`src/rtl/core/pas_ram.sv`:
```
`timescale 1ns / 1ps
// Generic single-write, single-read RAM with registered read data.
// No dependencies.
module pas_ram #(
   parameter int WIDTH = 8,
   parameter int DEPTH = 64
) (
   input  logic                     clock,
   input  logic                     wr_en,
   input  logic [$clog2(DEPTH)-1:0] wr_addr,
   input  logic [WIDTH-1:0]         wr_data,
   input  logic [$clog2(DEPTH)-1:0] rd_addr,
   output logic [WIDTH-1:0]         rd_data
);
   logic [WIDTH-1:0] mem [DEPTH];
   logic [WIDTH-1:0] rd_data_ff;

   always_ff @(posedge clock) begin
      if (wr_en) begin
         mem[wr_addr] <= wr_data;
      end
      rd_data_ff <= mem[rd_addr];
   end

   assign rd_data = rd_data_ff;
endmodule

```
`config.mk`:
```
export PLATFORM = sky130hd
export DESIGN_NAME = pas_ram
export DESIGN_NICKNAME = d
export VERILOG_FILES = /design/src/rtl/core/pas_ram.sv
export SDC_FILE = /design/constraint.sdc
export NUM_CORES = 1
export LEC_CHECK = 0
export BUFFER_PORTS_ARGS = -buffer_cell sky130_fd_sc_hd__buf_2
export CORE_MARGIN = 8
export CORE_UTILIZATION = 50
export CTS_CLUSTER_DIAMETER = 120
export DETAILED_ROUTE_END_ITERATION = 8
export HOLD_SLACK_MARGIN = 0.15
export PLACE_DENSITY = 0.65
export SYNTH_ARGS = -nofsm -noshare
export SYNTH_HDL_FRONTEND = slang
export SYNTH_SLANG_ARGS = --single-unit
```
`constraint.sdc`:
```
create_clock -name clock -period 3.36 [get_ports clock]
set_input_delay 0.336 -clock clock [delete_from_list [all_inputs] [get_ports clock]]
set_output_delay 0.336 -clock clock [all_outputs]
set_load 0.05 [all_outputs]
```
-- Word-level counts from Yosys, hierarchy flattened
Memory sizes are Yosys's and may differ from the RTL's. A register that Yosys moved wholly into a read port is not among the register bits.
Cells that the tools add are included.
- memories kept: 1
- output and inout port bits: 8
- register bits: 0
- input bits: 22
- latch bits: 0
- memory bits (read-only): 0
- RAM bits: 512
- eq/ne operators: 0
- magnitude comparators: 0
- add/sub/neg operators: 0
- mux-type cells: 2
- shift-type cells: 0
- reduce and logical (&&, ||, !) cells: 0
- bitwise gates (word level): 0
- divide/modulo/power cells: 0
- multipliers: 0
- memories (name ; depth ; bits a word ; rd ports ; clocked after memory_dff ; wr ports ; RTL line ; text):
    mem ; 64 ; 8 ; 1 ; 1 ; 1 ; 15 ; logic [WIDTH-1:0] mem [DEPTH];
- operators by type and width (kind ; number):
    1-bit two-way mux ; 2

-- Longest topological paths before layout
- word-level depth: 2
- gate-level depth with buffers: 9
- mapped depth without buffers: 5

-- Worst setup path after synthesis
Ideal clock, no wire load.
- path kind: input to register
- start point: input port rd_addr[1]
- end point: register rd_data_ff[3], in the netlist rd_data[3], read port of mem
- setup slack: 1356 ps
- library setup time: 128 ps
- data required time: 3232 ps
- path buffers: 3
- arrival time: 1876 ps
- stages on the path: 7
- path through: buf_4 buf_2 buf_2 mux4_2 mux4_2 o21ai_1 o41ai_1
- RTL lines (what ; RTL line ; text):
    from (decl) ; 12 ; input logic [$clog2(DEPTH)-1:0] rd_addr,
    to (decl) ; 16 ; logic [WIDTH-1:0] rd_data_ff;

==> run summary <==
status - complete, no violations
Mapped Nets - 962
Area Overhead vs Synth - 13.3%
Post-CTS Hold Fix Bufs - 0
multi-input logic area - 0.00432 mm2
Setup TNS Final - 0 ps
Slew Limit Fails - 0
vias in the first global route - 9951
initial core utilization - 0.508
ant diodes - 0
detailed placement HPWL - 27300 um
row cnt - 73
first-pass GRT wire length - 65900 um
most frequent cells in the layout - edfxtp_1 (512), mux4_2 (126), nor2_1 (83)
layout cells sized above 1 - 0.286
max_slew headroom - 0.164
CP max FO - 40
PwrDens - 587 mW/mm2
global route overflow - 0
synth unique cells - 40
final setup skew - 18.7 ps
Max Clock Freq - 465 MHz
port bufs - 29
initial antenna violation count - 2
Hold WS - 211 ps
worst min path class - in -> reg
number of fill cells - 2884
gr usage total - 0.190
DIE WIDTH - 217 um
Die Ht - 217 um
crit end category - register
RSZ-0062 raised after global routing - false
Final Cycle Share - 0.640
Yosys Warn Count - 0
CTS Root Buffer Type - clkbuf_16
number of max-cap violations - 0
worst-margin pin slew - 1250 ps
register area share after synthesis - 0.770
clock tree buffer depth - 3
startpoint types - input port
pin count of the biggest net entering global routing - 65
CTS tree - done
vias per inst - 6.00
First-pass DRT Iterations - 5
Final Instance Area - 0.0228 mm2
Antenna Violating Nets Remaining - 0
Resize count post-CTS - 0
Iter 0 DRT Violations - 948
Avg Inst Size Synth - 21.5 um2
vias - 9646
Post-Syn Area - 0.0202 mm2
post-synthesis cell count - 940
final net count - 1062
Placer Congestion - 0.806
minimum clock period - 2150 ps
sequential cell area - 0.0155 mm2
VDD IR max - 0.390 mV
critical path data arrival time - 2600 ps
Setup CP Type - in -> reg
CTS H-Tree Depth - 2
postcts setup bufs - 0
Num Clock Sinks - 520
synthesized flop and latch total - 520
Num CTS Buffers - 51
final setup fails - 0
Worst Path Required - 3810 ps
aggregate routed wire length - 44000 um
DR DRC count - 0
area of placed instances - 0.0212 mm2
io pins - 30
commonest non-fill, non-tap cell in the layout - edfxtp_1
final hold violations - 0
latest clock arrival within the worst-skew pair - 580 ps
drt wl/cell - 27.4 um
Core Box Area - 0.0397 mm2
full die area - 0.0470 mm2
Leakage - 7.24 nW
Clock Pin Slew Worst Setup and Hold Paths - 60 ps
==> worst max-delay path: stages <==
cell and delay [ps]:
clkbuf_8 440, buf_4 400, mux4_2 560, o221a_2 280, nor3_1 400, o32ai_1 140
==> metrics by stage <==
stage	util	setup slack [ps]	power, mW	std cells
2_1_floorplan	-	1360	7.76	940
3_3_place_gp	0.534	598	8.04	1512
3_5_place_dp	0.534	556	8.05	1512
4_1_cts	0.575	1170	13.5	1607
5_1_grt	0.575	1110	13.8	1607
6_report	0.575	1210	13.4	1607
==> worst paths after layout <==
path / from / cells past startpoint / end / slack (ps)
max: rd_addr[0] / 6 / rd_data[4] / 1210
min: rd_addr[5] / 3 / rd_data[4] / 210
max reg2reg: mem[29][4] / 5 / rd_data[4] / 1310
min reg2reg: mem[22][1] / 4 / rd_data[1] / 820
==> kinds of logic after synthesis <==
kind of cell           after synthesis  synth area share
DFF                                520             0.770
and+or+nand+nor                    153            0.0339
muxes                              162             0.159
buffers and inverters               51            0.0157
AOI/OAI and AO/OA                   54            0.0207
==> registers in the layout, summed over array words and instances, names as in the netlist <==
register  cells
mem         512
rd_data       8
==> power breakdown <==
| part | switching (mW) | internal, mW |
|---|---|---|
| Sequential | 0.0225 | 7.18 |
| Clock | 2.32 | 3.18 |
| Combinational | 0.443 | 0.255 |
==> cells in the mapped netlist, drive strengths merged <==
library cell | count | area, um2
o21ai | 4 | 20.0
nand3b | 3 | 22.5
a22oi | 3 | 22.5
clkbuf | 17 | 63.8
o2111ai | 3 | 26.3
nor4 | 2 | 12.5
nor2b | 14 | 87.6
nand4 | 2 | 12.5
edfxtp | 512 | 15400
o221ai | 8 | 70.1
mux4 | 126 | 2840
or3 | 1 | 6.26
o21a | 2 | 15.0
a211oi | 4 | 30.0
buf | 34 | 253
nand3 | 13 | 65.1
o22ai | 8 | 50.1
nor2 | 83 | 312
mux2 | 13 | 146
o32ai | 2 | 17.5
dfxtp | 8 | 160
mux2i | 23 | 230
a31oi | 1 | 6.26
nand2 | 19 | 71.3
and2 | 1 | 6.26
nand4b | 1 | 8.76
o2bb2ai | 3 | 26.3
o311ai | 1 | 8.76
nand2b | 7 | 43.8
a221oi | 6 | 52.6
nor3 | 7 | 35.0
o41ai | 2 | 17.5
o221a | 2 | 22.5
a2111oi | 2 | 17.5
a21oi | 3 | 15.0
==> cell type report <==
cell class,instances,area share
multi-input combinational,369,0.189
clock buffer,72,0.0625
clock inverter,23,0.00811
timing repair buffer,98,0.0318
sequential,520,0.680
tap,525,0.0288
==> layer usage <==
metal  routed length (um)  share of wire  track usage
met2                21000           0.48        0.296
met4                 1100          0.025       0.0656
met1                18600           0.42        0.269
met5                   21        0.00048            0
met3                 3270          0.074       0.0355
Power figures use the tool's default switching activity.
